[config.mk]
export PLATFORM = sky130hd
export DESIGN_NAME = bba_ctrl
export DESIGN_NICKNAME = d
export VERILOG_FILES = /design/src/sv/bba_pkg.sv /design/src/sv/bba_ctrl.sv
export SDC_FILE = /design/constraint.sdc
export NUM_CORES = 1
export LEC_CHECK = 0
export BUFFER_PORTS_ARGS = -buffer_cell sky130_fd_sc_hd__buf_2
export CORE_MARGIN = 3
export CORE_UTILIZATION = 47
export DETAILED_ROUTE_END_ITERATION = 8
export GPL_ROUTABILITY_DRIVEN = 1
export PLACE_DENSITY = 0.83
export SYNTH_ARGS = -nofsm -noshare
export SYNTH_HDL_FRONTEND = slang
export SYNTH_SLANG_ARGS = --single-unit
export TNS_END_PERCENT = 20
[constraint.sdc]
create_clock -name clock -period 3.58 [get_ports clock]
set_input_delay 0.358 -clock clock [delete_from_list [all_inputs] [get_ports clock]]
set_output_delay 0.358 -clock clock [all_outputs]
set_load 0.01 [all_outputs]
[src/sv/bba_pkg.sv]
// bba_pkg: payload structs, result codes, controller states and the
// command/status groups shared by the buddy allocator modules.
// No dependencies.
package bba_pkg;

   typedef struct packed {
      logic        command;
      logic [15:0] request_size;
      logic [31:0] free_address;
   } req_type;

   typedef struct packed {
      logic [1:0]  status;
      logic [31:0] block_address;
   } rsp_type;

   localparam logic CMD_ALLOC = 1'b0;
   localparam logic CMD_FREE  = 1'b1;

   localparam logic [1:0] ST_OK       = 2'd0;
   localparam logic [1:0] ST_NO_SPACE = 2'd1;
   localparam logic [1:0] ST_BAD_ADDR = 2'd2;

   typedef enum logic [3:0] {
      S_CLEAR,
      S_IDLE,
      S_START,
      S_A_RD,
      S_A_EVAL,
      S_A_SPLIT,
      S_A_BACK,
      S_F_RD,
      S_F_EVAL,
      S_M_CHECK,
      S_M_EVAL,
      S_M_JOIN,
      S_DONE
   } state_type;

   typedef enum logic [1:0] {
      FIN_ALLOC_OK,
      FIN_FREE_OK,
      FIN_NO_SPACE,
      FIN_BAD_ADDR
   } fin_type;

   // controller to datapath
   typedef struct packed {
      logic    load;
      logic    clr_step;
      logic    rd_lo;
      logic    rd_buddy;
      logic    wr_take;
      logic    wr_split_lo;
      logic    wr_split_mid;
      logic    down;
      logic    back_sib;
      logic    back_up;
      logic    free_idx;
      logic    wr_unmark;
      logic    wr_hi;
      logic    wr_lo;
      logic    finish;
      fin_type fin;
      logic    rsp_load;
   } cmd_type;

   // datapath to controller
   typedef struct packed {
      logic clr_last;
      logic is_free;
      logic too_big;
      logic free_bad;
      logic take;
      logic split;
      logic go_down;
      logic at_root;
      logic is_left;
      logic entry_zero;
      logic merge_go;
      logic buddy_eq;
      logic rsp_busy;
   } stat_type;

endpackage

[src/sv/bba_ctrl.sv]
// bba_ctrl: sequencer for the buddy allocator: table clearing, depth-first
// allocate walk with backtracking, free and buddy merge.
// Depends on bba_pkg.
module bba_ctrl (
   input  logic              clock,
   input  logic              reset,
   input  logic              req_valid,
   output logic              req_ready,
   input  bba_pkg::stat_type stat,
   output bba_pkg::cmd_type  cmd
);
   import bba_pkg::*;

   state_type state_ff, state_in;

   always_ff @(posedge clock) begin
      if (reset) begin
         state_ff <= S_CLEAR;
      end else begin
         state_ff <= state_in;
      end
   end

   always_comb begin
      state_in = state_ff;
      unique case (state_ff)
         S_CLEAR: begin
            if (stat.clr_last) state_in = S_IDLE;
         end
         S_IDLE: begin
            if (req_valid) state_in = S_START;
         end
         S_START: begin
            if (stat.is_free) begin
               state_in = stat.free_bad ? S_DONE : S_F_RD;
            end else begin
               state_in = stat.too_big ? S_DONE : S_A_RD;
            end
         end
         S_A_RD:    state_in = S_A_EVAL;
         S_A_EVAL: begin
            if (stat.take)         state_in = S_DONE;
            else if (stat.split)   state_in = S_A_SPLIT;
            else if (stat.go_down) state_in = S_A_RD;
            else                   state_in = S_A_BACK;
         end
         S_A_SPLIT: state_in = S_A_RD;
         S_A_BACK: begin
            if (stat.at_root)      state_in = S_DONE;
            else if (stat.is_left) state_in = S_A_RD;
         end
         S_F_RD:    state_in = S_F_EVAL;
         S_F_EVAL: begin
            state_in = stat.entry_zero ? S_DONE : S_M_CHECK;
         end
         S_M_CHECK: begin
            state_in = stat.merge_go ? S_M_EVAL : S_DONE;
         end
         S_M_EVAL: begin
            state_in = stat.buddy_eq ? S_M_JOIN : S_DONE;
         end
         S_M_JOIN:  state_in = S_M_CHECK;
         S_DONE: begin
            if (!stat.rsp_busy) state_in = S_IDLE;
         end
         default:   state_in = S_CLEAR;
      endcase
   end

   always_comb begin
      cmd       = '0;
      req_ready = 1'b0;
      unique case (state_ff)
         S_CLEAR: cmd.clr_step = 1'b1;
         S_IDLE: begin
            req_ready = 1'b1;
            cmd.load  = req_valid;
         end
         S_START: begin
            if (stat.is_free) begin
               if (stat.free_bad) begin
                  cmd.finish = 1'b1;
                  cmd.fin    = FIN_BAD_ADDR;
               end else begin
                  cmd.free_idx = 1'b1;
               end
            end else if (stat.too_big) begin
               cmd.finish = 1'b1;
               cmd.fin    = FIN_NO_SPACE;
            end
         end
         S_A_RD: cmd.rd_lo = 1'b1;
         S_A_EVAL: begin
            if (stat.take) begin
               cmd.wr_take = 1'b1;
               cmd.finish  = 1'b1;
               cmd.fin     = FIN_ALLOC_OK;
            end else if (stat.split) begin
               cmd.wr_split_lo = 1'b1;
            end else if (stat.go_down) begin
               cmd.down = 1'b1;
            end
         end
         S_A_SPLIT: cmd.wr_split_mid = 1'b1;
         S_A_BACK: begin
            if (stat.at_root) begin
               cmd.finish = 1'b1;
               cmd.fin    = FIN_NO_SPACE;
            end else if (stat.is_left) begin
               cmd.back_sib = 1'b1;
            end else begin
               cmd.back_up = 1'b1;
            end
         end
         S_F_RD: cmd.rd_lo = 1'b1;
         S_F_EVAL: begin
            if (stat.entry_zero) begin
               cmd.finish = 1'b1;
               cmd.fin    = FIN_BAD_ADDR;
            end else begin
               cmd.wr_unmark = 1'b1;
            end
         end
         S_M_CHECK: begin
            if (stat.merge_go) begin
               cmd.rd_buddy = 1'b1;
            end else begin
               cmd.finish = 1'b1;
               cmd.fin    = FIN_FREE_OK;
            end
         end
         S_M_EVAL: begin
            if (stat.buddy_eq) begin
               cmd.wr_hi = 1'b1;
            end else begin
               cmd.finish = 1'b1;
               cmd.fin    = FIN_FREE_OK;
            end
         end
         S_M_JOIN: cmd.wr_lo = 1'b1;
         S_DONE:   cmd.rsp_load = !stat.rsp_busy;
         default: ;
      endcase
   end

endmodule

# Word-level counts from Yosys, hierarchy flattened
# Index checks and enable logic that the tools add are counted.
word_totals:
  word_cells: 73
  inputBits: 16
  reg_bits: 4
  output_inout_bits: 19
classes:
  muxes: 52
  eq_ne: 16
  reduce_logical: 4
ops:
  columns: ["cell", "n"]
  rows:
  - ["4-bit case mux with 13 select lines", 1]
  - ["3-bit two-way mux", 13]
  - ["4-bit two-way mux", 9]
  - ["1-bit two-way mux", 25]
  - ["4-bit == test (second input constant)", 5]
  - ["3-bit case mux with 6 select lines", 1]
  - ["4-bit by 3-bit == test with 1-bit output (second input constant)", 4]
  - ["4-bit by 2-bit == test with 1-bit output (second input constant)", 2]
  - ["2-bit two-way mux", 3]
  - ["2-bit inequality test (second input constant)", 3]
  - ["4-bit by 1-bit == test with 1-bit output (second input constant)", 1]
  - ["4-bit zero test", 1]
  - ["4-bit AND reduction", 1]
  - ["3-bit inequality test (second input constant)", 1]
  - ["2-bit OR reduction", 1]
  - ["1-bit zero test", 1]

# Depth between registers and ports, before layout
# Gate-level depths: netlist of the first run.
logic_depth:
  depth_word: 4
  depth_mapped: 6
  depth_no_buf: 4

# Worst setup path before layout of the first run
# No wires, ideal clock.
synth_path:
  kind: "register -> output"
  start: "register state_ff[1]"
  end: "output port cmd[3] (netlist bit)"
  path_slack_ps: 1871
  path_stages_with_launch: 6
  path_buffers: 2
  arrival_ps: 1351
  t_required_ps: 3222
  path_cell_list: "dfxtp_1 clkbuf_1 buf_1 nor3b_1 o21ai_0 o21ai_0"
synth_rtl:
  columns: ["element", "line", "text"]
  rows:
  - ["start: declaration", "bba_ctrl.sv:14", "state_type state_ff, state_in;"]
  - ["start signal: assignment", "bba_ctrl.sv:20", "state_ff <= state_in;"]
  - ["end: declaration", "bba_ctrl.sv:10", "output bba_pkg::cmd_type cmd"]

==> impl_metrics.tcl, run 1 <==
set metrics [dict create \
    largest_register_ffs 4 \
    fill_cells 119 \
    hold_buffers 0 \
    cts_buffers 3 \
    cts_setup_buffers 0 \
    power_density_nw_per_um2 545 \
    netlist_top_cells_area "dfxtp_1, nand2b_1, nor3_1" \
    synth_commonest_cells "nand2b_1, nor3_1, nand2_1, o21ai_0" \
    worst_ep_arrival_time_ns 1.93 \
    rr_worst_depth 4 \
    timing.slew.headroom_pct 56.8 \
    die_area_um2 1870 \
    cts.sinks 4 \
    switchingPower_uw 223 \
    clkPwrFrac_pct 13.0 \
    dp_hpwl_um 1470 \
    synth-seq-area-share_pct 12.3 \
    drt_iter0_markers 27 \
    critical_path.max_fanout 22 \
    syn2layout_area_growth_pct 24.2 \
    track_usage_pct 22.8 \
    grt_pass1_vias 798 \
    cts_max_level 1 \
    utilization_pct 67.3 \
    maxCapViolCount 0 \
    fin_crit_sh_pct 64.0 \
    via_per_inst 6.02 \
    cp-end-kind "output pin" \
    cts_tree "yes" \
    fin_cells 139 \
    core_area_um2 1200 \
    synth-seq-cells 4 \
    ys_dominant_reg_cell "dfxtp_1" \
    dp.cells 136 \
    fin_setup_tns_ns 0 \
    setup_viol 0 \
    ant_nets 0 \
    core.rowCount 12 \
    gp_congestion 0.856 \
    largest_register "state_ff" \
    cts_buffer_depth 2 \
    top_regs "state_ff x4" \
    worstHoldPathType "primary input to flop" \
    final_nets 143 \
    dieWidth_um 43.2 \
    grt_max_degree 23 \
    num_vias 837 \
    multi_input_area_um2 499 \
    slew_violations 0 \
    wl_um 1970 \
    path_clk_slew_ns 0.05 \
    drive_above_1_share_pct 32.8 \
    cp-start-kind "flop" \
    syn-cell-area_um2 651 \
    ys_async_sr_fraction_pct 0 \
    cp.required_ns 3.22 \
    diodes 0 \
    synth_cells 97 \
    ys_warn_count 0 \
    hold_viol 0 \
    p_leak_uw 0.000366 \
    worst-setup-path-type "flop to output pin" \
    synth_edf_count 0 \
    p_comb_share_pct 58.4 \
    clockRootBuffer "clkbuf_4" \
    initial_core_util_pct 54.2 \
    worst_slew_pin_slew_ns 0.646 \
    period_minus_slack_ns 2.29 \
    outcome "finished clean" \
    avgSynthCellArea_um2 6.71 \
    power_frac_seq_pct 28.6 \
    synth.top_cell.area_share_pct 12.3 \
    synthesis.nets 113 \
    holdPathStages 2 \
    fp.dieH_um 43.2 \
    rsz0062_at_grt "false" \
    yosys.cell_types.count 40 \
    io_buffers 34 \
    clock_latency_ns 0.24 \
    grt_pass1_wl_um 3400 \
    first_pass_iters 4 \
    vdd_drop_max_v 0.000328 \
    yosysTopAreaCell "dfxtp_1" \
    intPower_uw 217 \
    ioPinCount 35 \
    area.sequential_um2 80.1 \
    cts_resized 0 \
    wl_per_cell_um 14.2 \
    antenna_found_initial 0 \
    max_freq_mhz 437 \
    grt-ovfl-total 0 \
    drc 0 \
    p_sw_share_pct 50.7 \
    fin_skew_ns 0.00962 \
]
==> routing by layer <==
layer,share of wire [%],vias up,global-route usage [%]
met1,43,375,29.6
met2,48,45,36.6
met5,0,-,0
met4,0.76,0,8.43
li1,-,415,-
met3,8.0,2,4.24
==> worst paths after layout <==
check | startpoint | to | slack, ns
max | state_ff[2] | cmd[10] | 1.29
min | reset | state_ff[2] | 0.36
max reg2reg | state_ff[2] | state_ff[1] | 1.62
min reg2reg | state_ff[1] | state_ff[2] | 0.81
==> cells in the final DEF (no fill, tap or decap), types with 2 or more instances in the layout <==
| cell type | instances |
|---|---|
| or3_1 | 2 |
| dfxtp_1 | 4 |
| nor3b_1 | 2 |
| nand2b_1 | 9 |
| o22ai_1 | 3 |
| clkbuf_4 | 3 |
| a211oi_1 | 2 |
| nand2_1 | 6 |
| inv_1 | 5 |
| nor2_1 | 5 |
| a21oi_1 | 2 |
| nand3_1 | 2 |
| buf_2 | 34 |
| nor3_1 | 9 |
| a31oi_1 | 2 |
| and2_1 | 3 |
| o21ai_0 | 6 |
| nor2b_1 | 3 |
| nor4_1 | 3 |
| nand3b_1 | 2 |
==> area by class of cell <==
class / instances / area share [%]
tap: 14 / 2.17
multi-input combinational: 79 / 61.8
clock buffer: 3 / 2.79
timing repair buffer: 34 / 21.1
inverter: 5 / 2.32
sequential: 4 / 9.91
==> metrics by stage <==
step | setup WS [ns] | hold WS [ns] | cell area [um2] | total power, uW
after floorplan | 1.87 | 0.423 | 651 | 325
after global placement | 1.60 | 0.588 | 786 | 374
after detailed placement | 1.61 | 0.597 | 786 | 380
after CTS | 1.35 | 0.360 | 808 | 439
after global routing | 1.13 | 0.355 | 808 | 487
final | 1.29 | 0.364 | 808 | 440
==> cell families (layout without fill, tap and decap cells) <==
| group | count (synthesis) | after routing | share of synthesized area, % |
|---|---|---|---|
| compound gates | 26 | 26 | 28.8 |
| mux | 1 | 1 | 1.54 |
| buf+inv | 14 | 42 | 11.0 |
| flops | 4 | 4 | 12.3 |
| simple gates | 52 | 52 | 46.3 |
==> power groups by stage <==
stage	clock (uW)	sequential, uW	combinational, uW
5_1_grt	63.8	132	292
3_5_place_dp	0	124	256
4_1_cts	58.1	124	257
6_report	57.3	126	257
2_1_floorplan	0	65.6	260
3_3_place_gp	0	122	252
==> worst max-delay path: stages (launching register included) <==
cell      delay [ns]
dfxtp_1         0.73
nand2b_1        0.29
or3_1           0.43
nor2_1          0.11
buf_2           0.13
No activity file was read; power rests on OpenSTA's default activity.
==> run 2, diff against run 1 <==
Settings changed: ABC_AREA from default to 1, CORE_UTILIZATION 47 to 38, PLACE_DENSITY 0.83 to 0.74.
Clock period 3.58 ns to 1.8 ns, I/O delays scaled along.
==> impl_metrics.tcl, run 2 <==
set metrics [dict create \
    max_freq_mhz 598 \
    diodes 0 \
    num_vias 822 \
    timing.slew.headroom_pct 83.8 \
    reg2reg_slack_ns 0.46 \
    slew_violations 0 \
    cp-start-kind "flop" \
    ys_async_sr_fraction_pct 0 \
    mostFrequentLayoutCells "buf_2, nand2_1, nor2_1, inv_1, nand3_1" \
    outcome "finished clean" \
    cts.sinks 4 \
    hold_viol 0 \
    r2r-end "state_ff[2]" \
    antenna_found_initial 0 \
    first_pass_iters 4 \
    synth_cells 116 \
    core_area_um2 1380 \
    die_area_um2 2070 \
    ioPinCount 35 \
    io_buffers 34 \
    critPathCapture "cmd[1]" \
    rr_startpoint "state_ff[0]" \
    grt_pass1_vias 688 \
    fill_cells 146 \
    ys_dominant_reg_cell "dfxtp_1" \
    largest_register "state_ff" \
    fp.dieH_um 45.5 \
    area.sequential_um2 82.6 \
    grt_pass1_wl_um 2860 \
    yosys.cell_types.count 19 \
    design_area_um2 806 \
    top_regs "state_ff x4" \
    worst_ep_arrival_time_ns 1.49 \
    cp.required_ns 1.62 \
    yosysTopAreaCell "nand2_1" \
    path_clk_slew_ns 0.04 \
    placed_cell_area_um2 781 \
    final_common_cell "buf_2" \
    fin_crit_sh_pct 92.8 \
    fin_setup_tns_ns 0 \
    synth-seq-area-share_pct 13.5 \
    synth_edf_count 0 \
    drive_above_1_share_pct 39.2 \
    power_frac_seq_pct 18.9 \
    core.rowCount 13 \
    switchingPower_uw 543 \
    worst_slew_pin_slew_ns 0.242 \
    clkPwrFrac_pct 11.7 \
    period_minus_slack_ns 1.67 \
    largest_register_ffs 4 \
    startpoint "state_ff[0]" \
    initial_core_util_pct 42.8 \
    intPower_uw 454 \
    power_density_nw_per_um2 1240 \
    dp_hpwl_um 1500 \
    ant_nets 0 \
    p_leak_uw 0.000544 \
    wl_um 1750 \
    p_comb_share_pct 69.4 \
    p_sw_share_pct 54.5 \
    maxCapViolCount 0 \
    setup_viol 0 \
    track_usage_pct 18.5 \
    cts_buffer_depth 2 \
    worst-setup-path-type "flop to output pin" \
    synth.top_cell.area_share_pct 18.4 \
    grt-ovfl-total 0 \
    synth-seq-cells 4 \
    drt_iter0_markers 38 \
    clock_latency_ns 0.25 \
    fin_skew_ns 0.0105 \
    syn-cell-area_um2 592 \
    grt_max_degree 8 \
    netlist_top_cells_area "nand2_1, nor2_1, dfxtp_1" \
    via_per_inst 4.89 \
    multi_input_area_um2 425 \
    critical_path.max_fanout 7 \
    cts_buffers 3 \
    dieWidth_um 45.5 \
    wl_per_cell_um 10.4 \
    ys_warn_count 0 \
    avgSynthCellArea_um2 5.10 \
    syn2layout_area_growth_pct 36.2 \
    cp-end-kind "output pin" \
    vdd_drop_max_v 0.000618 \
    clockRootBuffer "clkbuf_4" \
    rsz0062_at_grt "false" \
    cts_max_level 1 \
    holdWs_ns 0.146 \
    synth_commonest_cells "nand2_1, nor2_1, inv_1" \
    worstHoldPathType "primary input to flop" \
    gp_congestion 0.826 \
    cts_tree "yes" \
    final_nets 171 \
    synthesis.nets 132 \
    synth.most_common_cell "nand2_1" \
    rr_worst_depth 9 \
    drc 0 \
]
-- run 2: cell count changes in the layout (fill, tap and decap cells not counted), sizes merged, moves of 3 or more --
cell    before  now
and2         3    0
nor4         4    0
nand2        6   34
nand2b       9    0
inv          5   23
o22ai        3    0
nor3         9    3
nand3        2   10
nor2         5   30
a211oi       3    0
nor2b        3    0
-- run 2: cell type report --
class	count	area share [%]
Tap cell	15	2.33
Multi-Input combinational cell	89	52.8
Inverter	23	10.7
Sequential cell	4	10.2
Clock buffer	3	2.80
Timing Repair Buffer	34	21.1
-- run 2: layer usage --
metal	GRT usage (%)	vias up	wire, um
li1	-	429	-
met1	24.9	349	749
met2	29.5	40	795
met3	3.95	4	183
met4	4.68	0	21
met5	0	-	0
-- run 2: worst min-delay path by stage --
stage,from,endpoint,slack [ns],cells after the start
floorplan,reset,state_ff[0],0.24,1
global placement,reset,state_ff[0],0.40,2
detailed placement,reset,state_ff[0],0.40,2
CTS,reset,state_ff[0],0.15,2
global route,reset,state_ff[1],0.15,2
finish,reset,state_ff[0],0.15,2
-- run 2: power groups by stage --
stage | clock [uW] | sequential [uW] | combinational [uW]
after floorplan | 0 | 175 | 508
after global placement | 0 | 181 | 683
after detailed placement | 0 | 184 | 692
after CTS | 115 | 183 | 697
after global routing | 121 | 196 | 790
final | 117 | 189 | 692
-- run 2: timing repair --
item	4_1_cts	5_1_grt
setup buffers	0	0
gates resized for setup	0	2
setup endpoints to repair	0	2
hold buffers	0	0
-- run 2: stage by stage --
stage / std cells / worst slack, ns / power (uW) / utilization, %
final: 168 / 0.129 / 997 / 58.3
after global routing: 168 / 0.0288 / 1110 / 58.3
after CTS: 168 / 0.127 / 995 / 58.1
after detailed placement: 165 / 0.381 / 877 / 56.5
after global placement: 165 / 0.385 / 864 / 56.5
after floorplan: 116 / 0.567 / 683 / -
-- run 2: cells by family after synthesis --
group / after synthesis / share of synthesized area [%]
buffers and inverters: 23 / 14.6
AO/OA/AOI/OAI: 10 / 10.1
flip-flops: 4 / 13.5
AND/OR/NAND/NOR: 79 / 61.7
-- run 2: critical path, stage by stage (launching register included) --
cell     delay [ns]
dfxtp_1        0.45
nor2_4         0.11
nand3_1        0.14
o21ai_0        0.11
or2_2          0.30
buf_2          0.14
